[src/design/cse_pkg.sv]
package cse_pkg;

   // Fixed field widths
   localparam int ELEM_W   = 16;
   localparam int SIM_W    = 16;
   localparam int STATUS_W = 2;

   // Accumulators wrap modulo 2^48
   localparam int ACC_W  = 48;
   localparam int WIDE_W = 2 * ACC_W;

   // Shared multiplier: signed operands, wide enough for 24-bit unsigned limbs
   localparam int LIMB_W = ACC_W / 2;
   localparam int MUL_W  = LIMB_W + 1;
   localparam int PROD_W = 2 * MUL_W;

   // Ratio search: quotient of 2^28 * dot^2 / (na * nb) and its integer root
   localparam int QUO_W  = 28;
   localparam int ROOT_W = QUO_W / 2;

   // Q1.14 one
   localparam logic [SIM_W-1:0] Q14_ONE = SIM_W'(16384);

   // Status codes
   localparam logic [STATUS_W-1:0] STATUS_OK       = 2'd0;
   localparam logic [STATUS_W-1:0] STATUS_ZERONORM = 2'd1;
   localparam logic [STATUS_W-1:0] STATUS_TOOLONG  = 2'd2;

   // Parameter defaults
   localparam int MAX_LENGTH_DEF   = 4096;
   localparam int ELEMENT_BITS_DEF = 16;

endpackage

[src/design/cse_mult.sv]
module cse_mult (
   input  logic                                clock,
   input  logic signed [cse_pkg::MUL_W-1:0]    op_a,
   input  logic signed [cse_pkg::MUL_W-1:0]    op_b,
   output logic signed [cse_pkg::PROD_W-1:0]   prod
);
   import cse_pkg::*;

   logic signed [PROD_W-1:0] prod_ff;

   // Register the product; the caller reads it in the cycle after issue
   always_ff @(posedge clock) begin
      prod_ff <= op_a * op_b;
   end

   assign prod = prod_ff;

endmodule

[src/design/cosine_similarity_engine_unit.sv]
// Cosine similarity of two equal-length vectors, streamed as element pairs.
//
// Request channel (req_*): one element pair per request, A in tdata[15:0],
// B in tdata[31:16], both signed Q4.12; req_tlast marks the final pair.
// Response channel (rsp_*): one response per vector, similarity in Q1.14 on
// rsp_tdata and the status code on rsp_tuser (ok, zero norm, too long).
//
// One shared 25x25 multiplier does all products. Each pair is handled in
// order: accept, then the products a*b, a*a, b*b and the last accumulate.
// After the last pair, the ratio takes a check, the two 48x48 products in
// 24-bit limbs, the restoring divide and the bit-by-bit square root (one
// multiply and compare per root bit).
// Vectors that are too long or have a zero norm finish after the check.
// req_tready is high only while the sequencer is idle.
//
// The response sits in an output register, so the next vector may start
// while it waits; only a second finished result waits for rsp_tready.
// Reset is synchronous, active high: it clears the sums, the pair count,
// the sequencer and the response valid flag.
module cosine_similarity_engine_unit #(
   parameter int MAX_LENGTH   = cse_pkg::MAX_LENGTH_DEF,
   parameter int ELEMENT_BITS = cse_pkg::ELEMENT_BITS_DEF
) (
   input  logic                              clock,
   input  logic                              reset,
   // Request channel
   input  logic                              req_tvalid,
   output logic                              req_tready,
   input  logic [2*cse_pkg::ELEM_W-1:0]      req_tdata,   // a_element, b_element
   input  logic                              req_tlast,   // last_element
   // Response channel
   output logic                              rsp_tvalid,
   input  logic                              rsp_tready,
   output logic [cse_pkg::SIM_W-1:0]         rsp_tdata,   // similarity
   output logic [cse_pkg::STATUS_W-1:0]      rsp_tuser    // status
);
   import cse_pkg::*;

   // Used element bits: never more than the field carries
   localparam int EB    = (ELEMENT_BITS < ELEM_W) ? ELEMENT_BITS : ELEM_W;
   // One spare bit so a field narrower than the element width reads as unsigned
   localparam int OP_W  = ELEM_W + 1;
   localparam int CNT_W = $clog2(MAX_LENGTH + 2);
   localparam logic [CNT_W-1:0] MAX_CNT = CNT_W'(MAX_LENGTH);

   // Sequencer states
   localparam logic [3:0] S_IDLE  = 4'd0;
   localparam logic [3:0] S_AB    = 4'd1;
   localparam logic [3:0] S_AA    = 4'd2;
   localparam logic [3:0] S_BB    = 4'd3;
   localparam logic [3:0] S_ACC   = 4'd4;
   localparam logic [3:0] S_CHECK = 4'd5;
   localparam logic [3:0] S_MUL   = 4'd6;
   localparam logic [3:0] S_DIV   = 4'd7;
   localparam logic [3:0] S_SQ_IS = 4'd8;
   localparam logic [3:0] S_SQ_CM = 4'd9;
   localparam logic [3:0] S_DONE  = 4'd10;

   localparam logic [4:0] DIV_LAST = 5'(QUO_W - 1);
   localparam logic [3:0] ROOT_TOP = 4'(ROOT_W - 1);

   // Control state
   logic [3:0]       state_ff, state_in;
   logic [CNT_W-1:0] cnt_ff, cnt_in;
   logic [ACC_W-1:0] dot_ff, dot_in;
   logic [ACC_W-1:0] na_ff, na_in;
   logic [ACC_W-1:0] nb_ff, nb_in;
   logic             rsp_valid_ff, rsp_valid_in;

   // Working registers
   logic signed [OP_W-1:0]   a_ff, a_in;
   logic signed [OP_W-1:0]   b_ff, b_in;
   logic                     last_ff, last_in;
   logic [ACC_W-1:0]         mag_ff, mag_in;
   logic                     neg_ff, neg_in;
   logic [WIDE_W-1:0]        num_ff, num_in;
   logic [WIDE_W-1:0]        den_ff, den_in;
   logic [WIDE_W-1:0]        acc_ff, acc_in;
   logic                     sel_ff, sel_in;
   logic [2:0]               step_ff, step_in;
   logic [QUO_W-1:0]         quo_ff, quo_in;
   logic [4:0]               div_cnt_ff, div_cnt_in;
   logic [ROOT_W-1:0]        root_ff, root_in;
   logic [3:0]               bit_ff, bit_in;
   logic [SIM_W-1:0]         res_sim_ff, res_sim_in;
   logic [STATUS_W-1:0]      res_st_ff, res_st_in;
   logic [SIM_W-1:0]         rsp_data_ff, rsp_data_in;
   logic [STATUS_W-1:0]      rsp_user_ff, rsp_user_in;

   // Shared multiplier
   logic signed [MUL_W-1:0]  op_a, op_b;
   logic signed [PROD_W-1:0] prod;
   logic [ACC_W-1:0]         prod48;

   // Helpers
   logic signed [EB-1:0] a_low, b_low;
   logic [ACC_W-1:0]     src_x, src_y;
   logic [LIMB_W-1:0]    limb_x, limb_y;
   logic [WIDE_W-1:0]    prod_sh;
   logic [WIDE_W-1:0]    acc_sum;
   logic [WIDE_W-1:0]    rem2;
   logic                 div_bit;
   logic [ROOT_W-1:0]    trial;
   logic                 sq_fit;
   logic [ROOT_W-1:0]    root_next;
   logic [SIM_W-1:0]     qv;
   logic                 accept;
   logic                 out_free;

   cse_mult u_mult (
      .clock (clock),
      .op_a  (op_a),
      .op_b  (op_b),
      .prod  (prod)
   );

   assign a_low    = req_tdata[EB-1:0];
   assign b_low    = req_tdata[ELEM_W+EB-1:ELEM_W];
   assign accept   = req_tvalid && req_tready;
   assign out_free = !rsp_valid_ff || rsp_tready;
   assign prod48   = prod[ACC_W-1:0];

   assign req_tready = (state_ff == S_IDLE);
   assign rsp_tvalid = rsp_valid_ff;
   assign rsp_tdata  = rsp_data_ff;
   assign rsp_tuser  = rsp_user_ff;

   // Limb selection for the wide products: x0*y0, x0*y1, x1*y0, x1*y1
   assign src_x  = sel_ff ? na_ff : mag_ff;
   assign src_y  = sel_ff ? nb_ff : mag_ff;
   assign limb_x = step_ff[1] ? src_x[ACC_W-1:LIMB_W] : src_x[LIMB_W-1:0];
   assign limb_y = step_ff[0] ? src_y[ACC_W-1:LIMB_W] : src_y[LIMB_W-1:0];

   assign trial = root_ff | (ROOT_W'(1) << bit_ff);

   // Operand mux for the shared multiplier
   always_comb begin
      op_a = '0;
      op_b = '0;
      case (state_ff)
         S_AB: begin
            op_a = MUL_W'(a_ff);
            op_b = MUL_W'(b_ff);
         end
         S_AA: begin
            op_a = MUL_W'(a_ff);
            op_b = MUL_W'(a_ff);
         end
         S_BB: begin
            op_a = MUL_W'(b_ff);
            op_b = MUL_W'(b_ff);
         end
         S_MUL: begin
            op_a = $signed({1'b0, limb_x});
            op_b = $signed({1'b0, limb_y});
         end
         S_SQ_IS: begin
            op_a = $signed(MUL_W'(trial));
            op_b = $signed(MUL_W'(trial));
         end
         default: begin
            op_a = '0;
            op_b = '0;
         end
      endcase
   end

   // Partial product weight follows the limb pair issued in the previous cycle
   always_comb begin
      case (step_ff)
         3'd1:    prod_sh = WIDE_W'(prod48);
         3'd2:    prod_sh = WIDE_W'(prod48) << LIMB_W;
         3'd3:    prod_sh = WIDE_W'(prod48) << LIMB_W;
         3'd4:    prod_sh = WIDE_W'(prod48) << (2 * LIMB_W);
         default: prod_sh = '0;
      endcase
   end

   assign acc_sum   = acc_ff + prod_sh;
   assign rem2      = num_ff << 1;
   assign div_bit   = (rem2 >= den_ff);
   assign sq_fit    = (prod[QUO_W-1:0] <= quo_ff);
   assign root_next = sq_fit ? trial : root_ff;
   assign qv        = SIM_W'(root_next);

   // Sequencer
   always_comb begin
      state_in    = state_ff;
      cnt_in      = cnt_ff;
      dot_in      = dot_ff;
      na_in       = na_ff;
      nb_in       = nb_ff;
      a_in        = a_ff;
      b_in        = b_ff;
      last_in     = last_ff;
      mag_in      = mag_ff;
      neg_in      = neg_ff;
      num_in      = num_ff;
      den_in      = den_ff;
      acc_in      = acc_ff;
      sel_in      = sel_ff;
      step_in     = step_ff;
      quo_in      = quo_ff;
      div_cnt_in  = div_cnt_ff;
      root_in     = root_ff;
      bit_in      = bit_ff;
      res_sim_in  = res_sim_ff;
      res_st_in   = res_st_ff;
      rsp_valid_in = rsp_valid_ff && !rsp_tready;
      rsp_data_in = rsp_data_ff;
      rsp_user_in = rsp_user_ff;

      case (state_ff)
         S_IDLE: begin
            if (accept) begin
               // Sign-extend from the element width; wider elements read unsigned
               a_in    = (ELEMENT_BITS > ELEM_W) ? OP_W'($unsigned(a_low)) : OP_W'(a_low);
               b_in    = (ELEMENT_BITS > ELEM_W) ? OP_W'($unsigned(b_low)) : OP_W'(b_low);
               last_in = req_tlast;
               if (cnt_ff <= MAX_CNT) begin
                  cnt_in = cnt_ff + 1'b1;
               end
               state_in = S_AB;
            end
         end
         S_AB: state_in = S_AA;
         S_AA: begin
            dot_in   = dot_ff + prod48;
            state_in = S_BB;
         end
         S_BB: begin
            na_in    = na_ff + prod48;
            state_in = S_ACC;
         end
         S_ACC: begin
            nb_in    = nb_ff + prod48;
            state_in = last_ff ? S_CHECK : S_IDLE;
         end
         S_CHECK: begin
            if (cnt_ff > MAX_CNT) begin
               res_sim_in = '0;
               res_st_in  = STATUS_TOOLONG;
               state_in   = S_DONE;
            end else if (na_ff == '0 || na_ff[ACC_W-1] || nb_ff == '0 || nb_ff[ACC_W-1]) begin
               res_sim_in = '0;
               res_st_in  = STATUS_ZERONORM;
               state_in   = S_DONE;
            end else begin
               neg_in   = dot_ff[ACC_W-1];
               mag_in   = dot_ff[ACC_W-1] ? (ACC_W'(0) - dot_ff) : dot_ff;
               sel_in   = 1'b0;
               step_in  = '0;
               acc_in   = '0;
               state_in = S_MUL;
            end
         end
         S_MUL: begin
            // Issue four limb products, accumulate each in the cycle after its issue
            if (step_ff == 3'd4) begin
               acc_in  = '0;
               step_in = '0;
               if (!sel_ff) begin
                  num_in = acc_sum;
                  sel_in = 1'b1;
               end else begin
                  den_in = acc_sum;
                  if (num_ff >= acc_sum) begin
                     // Ratio at or above one: clamp
                     res_sim_in = neg_ff ? (SIM_W'(0) - Q14_ONE) : Q14_ONE;
                     res_st_in  = STATUS_OK;
                     state_in   = S_DONE;
                  end else begin
                     quo_in     = '0;
                     div_cnt_in = '0;
                     state_in   = S_DIV;
                  end
               end
            end else begin
               acc_in  = acc_sum;
               step_in = step_ff + 1'b1;
            end
         end
         S_DIV: begin
            // Restoring divide, one quotient bit per cycle
            num_in     = div_bit ? (rem2 - den_ff) : rem2;
            quo_in     = {quo_ff[QUO_W-2:0], div_bit};
            div_cnt_in = div_cnt_ff + 1'b1;
            if (div_cnt_ff == DIV_LAST) begin
               root_in  = '0;
               bit_in   = ROOT_TOP;
               state_in = S_SQ_IS;
            end
         end
         S_SQ_IS: state_in = S_SQ_CM;
         S_SQ_CM: begin
            // Keep the trial bit when its square still fits the quotient
            root_in = root_next;
            if (bit_ff == '0) begin
               res_sim_in = neg_ff ? (SIM_W'(0) - qv) : qv;
               res_st_in  = STATUS_OK;
               state_in   = S_DONE;
            end else begin
               bit_in   = bit_ff - 1'b1;
               state_in = S_SQ_IS;
            end
         end
         S_DONE: begin
            // Hold until the output register frees, then clear the sums
            if (out_free) begin
               rsp_valid_in = 1'b1;
               rsp_data_in  = res_sim_ff;
               rsp_user_in  = res_st_ff;
               dot_in       = '0;
               na_in        = '0;
               nb_in        = '0;
               cnt_in       = '0;
               state_in     = S_IDLE;
            end
         end
         default: state_in = S_IDLE;
      endcase
   end

   always_ff @(posedge clock) begin
      if (reset) begin
         state_ff     <= S_IDLE;
         cnt_ff       <= '0;
         dot_ff       <= '0;
         na_ff        <= '0;
         nb_ff        <= '0;
         rsp_valid_ff <= 1'b0;
      end else begin
         state_ff     <= state_in;
         cnt_ff       <= cnt_in;
         dot_ff       <= dot_in;
         na_ff        <= na_in;
         nb_ff        <= nb_in;
         rsp_valid_ff <= rsp_valid_in;
      end
   end

   always_ff @(posedge clock) begin
      a_ff        <= a_in;
      b_ff        <= b_in;
      last_ff     <= last_in;
      mag_ff      <= mag_in;
      neg_ff      <= neg_in;
      num_ff      <= num_in;
      den_ff      <= den_in;
      acc_ff      <= acc_in;
      sel_ff      <= sel_in;
      step_ff     <= step_in;
      quo_ff      <= quo_in;
      div_cnt_ff  <= div_cnt_in;
      root_ff     <= root_in;
      bit_ff      <= bit_in;
      res_sim_ff  <= res_sim_in;
      res_st_ff   <= res_st_in;
      rsp_data_ff <= rsp_data_in;
      rsp_user_ff <= rsp_user_in;
   end

endmodule

[config.mk]
export PLATFORM = sky130hd
export DESIGN_NAME = cosine_similarity_engine_unit
export DESIGN_NICKNAME = d
export VERILOG_FILES = /design/src/design/cse_pkg.sv /design/src/design/cse_mult.sv /design/src/design/cosine_similarity_engine_unit.sv
export SDC_FILE = /design/constraint.sdc
export NUM_CORES = 2
export LEC_CHECK = 0
export BUFFER_PORTS_ARGS = -buffer_cell sky130_fd_sc_hd__buf_2
export CAP_MARGIN = 25
export CORE_UTILIZATION = 61
export CTS_BUF_LIST = sky130_fd_sc_hd__clkbuf_2
export DETAILED_ROUTE_END_ITERATION = 7
export MAX_ROUTING_LAYER = met4
export PLACE_DENSITY = 0.79
export SETUP_SLACK_MARGIN = 0.5
export SYNTH_ARGS = -nofsm -noshare
export SYNTH_HDL_FRONTEND = slang
export SYNTH_SLANG_ARGS = --single-unit
export TNS_END_PERCENT = 30
[constraint.sdc]
create_clock -name clock -period 9.51 [get_ports clock]
set_input_delay 2.3775 -clock clock [delete_from_list [all_inputs] [get_ports clock]]
set_output_delay 2.3775 -clock clock [all_outputs]
set_load 0.03 [all_outputs]
==> impl_metrics.csv <==
group,metric,value,unit
sta,layout_setup_ws,0.595,ns
sta,setup_viol,0,
critical_path,critPathCapture,"u_mult.prod[46]",
critical_path,crit_type,"reg2reg",
sta,rsz0062_at_grt,"yes",
route,drtAntennaViolNets,0,
critical_path,worst_ep_required_time,11.10,ns
sta,clock_skew,0.144,ns
cells_and_area,drive_gt1_share,10.8,%
synth,ys_types,94,
critical_path,path_buf_inv,9,
clock_network,clockBufferDepth,3,
cells_and_area,final_util,67.1,%
placement,placed_area,75700,µm²
placement,gp_routability_congestion,1.12,
synth,synthCells,8167,
route,first_pass_iters,7,
synth,yosysSeqAreaShare,25.0,%
critical_path,cp-start-kind,"flip-flop",
clock_network,cts-root-buf,"clkbuf_2",
global_routing,grt_pass1_wl,394000,µm
min_path,hold_path.class,"reg2reg",
run_status,status,"finished clean",
sta,finalSetupTns,0,ns
synth,synth_edf_count,461,
cells_and_area,fill_cells,9791,
placement,hpwl,211000,µm
route,drt_iter0_markers,8900,
global_routing,grt_overflow_total,0,
clock_network,clock_latency,1.78,ns
sta,fmax,112,MHz
sta,tightest_slew,1.25,ns
placement,port_buffers,56,
route,drc_errors,0,
floorplan,die_y,346,µm
cells_and_area,nets,9703,
critical_path,rr_startpoint,"step_ff[1]",
floorplan,rows,125,
clock_network,cts.sinks,671,
clock_network,path_clk_slew,0.11,ns
clock_network,hold_buffers,0,
floorplan,die_area,120000,µm²
critical_path,r2r_cells,33,
critical_path,critPathLaunch,"step_ff[1]",
power,ir_worst_vdd,0.000396,V
synth,syn_area,72200,µm²
critical_path,cpLargestDelayFamily,"adder cells",
critical_path,critPathMaxStageDelay,0.54,ns
clock_network,cts_tree,"yes",
floorplan,initial_core_util,61.9,%
critical_path,timing.rr.end,"u_mult.prod[46]",
floorplan,coreArea,117000,µm²
global_routing,antenna_found_initial,17,
route,avgRoutedWirePerCell,26.3,µm
sta,drv_slew,0,
global_routing,grt_usage,45.3,%
floorplan,die_w,346,µm
sta,finalCriticalPeriod,8.92,ns
synth,ys_seq_elements,671,
cells_and_area,design_area,78200,µm²
floorplan,io_pins,57,
synth,synthArstFlopShare,0,%
synth,ys_warn_count,0,
global_routing,grt_start_max_net_pins,151,
critical_path,cp_max_fo,12,
clock_network,numCtsBuffers,188,
power,cellPowerDensity,162,nW/µm²
global_routing,grt_pass1_vias,62500,
synth,syn_area_per_cell,8.84,µm²
power,power.leakage,35.8,nW
placement,pre_cts_slack,0.0981,ns
synth,synth_top_flop_cell,"edfxtp_1",
route,routed-via-count,65700,
synth,syn-num-nets,9458,
sta,finalHoldViolCount,0,
critical_path,path_common_cell,"fa_1",
sta,slew_headroom,16.9,%
critical_path,cp.depth,33,
route,routed_wl,266000,µm
critical_path,r2r_slack,0.59,ns
job,cap_violations,0,
critical_path,cp.arrival,10.50,ns
critical_path,end_kind,"flip-flop",
critical_path,cp_slowest_cell,"fa_1",
cells_and_area,area_delta_synth_final,8.43,%
clock_network,cts.htree.levels,4,
sta,fin_crit_sh,93.7,%
route,avgViaCountPerCell,6.49,
-- metrics by stage --
stage               power, mW  hold WS [ns]  cells
floorplan                7.61         0.400   8167
global placement         9.93         0.402   9698
detailed placement       10.0         0.405   9700
CTS                      12.3         0.418  10100
global route             13.2         0.424  10100
finish                   12.7         0.418  10100
-- metal layers --
metal	vias up	GRT usage, %	routed length [µm]
met3	813	13.1	38200
met4	0	21.9	15200
met5	-	-	0
li1	28700	-	-
met1	31900	62.3	106000
met2	4272	60.8	107000
-- state kept, by name, summed over array words and instances (netlist names), 2 cells and up --
register / cells
den_ff: 96
root_ff: 14
rsp_tdata: 16
res_st_ff: 2
mag_ff: 48
dot_ff: 48
num_ff: 96
step_ff: 3
a_ff: 16
bit_ff: 4
na_ff: 48
rsp_tuser: 2
res_sim_ff: 16
state_ff: 4
b_ff: 16
acc_ff: 96
u_mult.prod: 48
div_cnt_ff: 5
cnt_ff: 13
nb_ff: 48
quo_ff: 28
-- layout by cell type (no fill, tap or decap), types with 69 or more instances in the layout --
master / instances
buf_4: 321
a21oi_1: 605
o21bai_1: 81
a211oi_1: 100
xor2_1: 135
inv_1: 982
a22oi_1: 75
nand3_1: 125
clkbuf_2: 273
nor3_1: 80
a21o_1: 243
nand2_1: 805
dfxtp_1: 206
edfxtp_1: 461
xnor2_1: 278
nand4_1: 123
and3_1: 76
fa_1: 645
o21ai_0: 333
nor2_1: 826
ha_1: 602
and2_1: 69
nand2b_1: 81
-- kinds of logic (layout without fill, tap and decap cells) --
family          Yosys count  in the layout  synth area share [%]
fa+ha+maj              1254           1254                  28.5
mux                      79             79                  1.67
buf+inv                1342           1745                  7.00
simple gates           2447           2447                  15.4
compound gates         1961           1961                  17.5
xor+xnor                413            413                  5.01
other cells               0             26                     0
flops                   671            671                  25.0
-- report_power, final --
| part | switching [mW] | internal (mW) | total, mW |
|---|---|---|---|
| sequential | 0.263 | 3.28 | 3.54 |
| combinational | 4.35 | 2.47 | 6.82 |
| clock | 1.46 | 0.825 | 2.29 |
-- timing repair --
item                       4_1_cts  5_1_grt
resized for setup               29       77
pin swaps                        3        9
hold endpoints to repair         0        0
setup buffers                   14       26
setup endpoints to repair        7       66
cloned                           0        1
-- cell usage after synthesis (72+ instances only) --
master      n  area (µm²)
nand3_1   128         641
a21o_1    243        1820
dfxtp_1   210        4200
nand4_1   123         769
and3_1     80         500
a22oi_1    75         563
nand2_1   806        3030
clkbuf_1  317        1190
and2_1     72         450
nand2b_1   82         513
o21bai_1   81         608
inv_1     986        3700
xor2_1    135        1180
xnor2_1   278        2430
a211oi_1  108         811
a21oi_1   617        3090
fa_1      645       12900
nor2_1    837        3140
edfxtp_1  461       13800
o21ai_0   341        1710
ha_1      609        7620
nor3_1     83         415
-- final cells by class --
type / instances / area (µm²) / share of cell area [%]
Clock inverter: 76 / 387 / 0.494
Timing Repair Buffer: 410 / 3200 / 4.09
Antenna cell: 26 / 65.1 / 0.0831
Clock buffer: 272 / 1360 / 1.74
Tap cell: 1524 / 1910 / 2.44
Inverter: 987 / 3710 / 4.74
Multi-Input combinational cell: 6154 / 49600 / 63.3
Sequential cell: 671 / 18100 / 23.1
-- worst min path at each step --
stage	from	to	slack, ns	cells past startpoint
floorplan	res_sim_ff[0]	rsp_tdata[0]	0.40	0
global placement	res_sim_ff[3]	rsp_tdata[3]	0.40	0
detailed placement	res_sim_ff[10]	rsp_tdata[10]	0.40	0
CTS	res_sim_ff[10]	rsp_tdata[10]	0.42	0
global route	res_sim_ff[4]	rsp_tdata[4]	0.42	0
finish	res_sim_ff[10]	rsp_tdata[10]	0.42	0
Power figures use the tool's default switching activity.
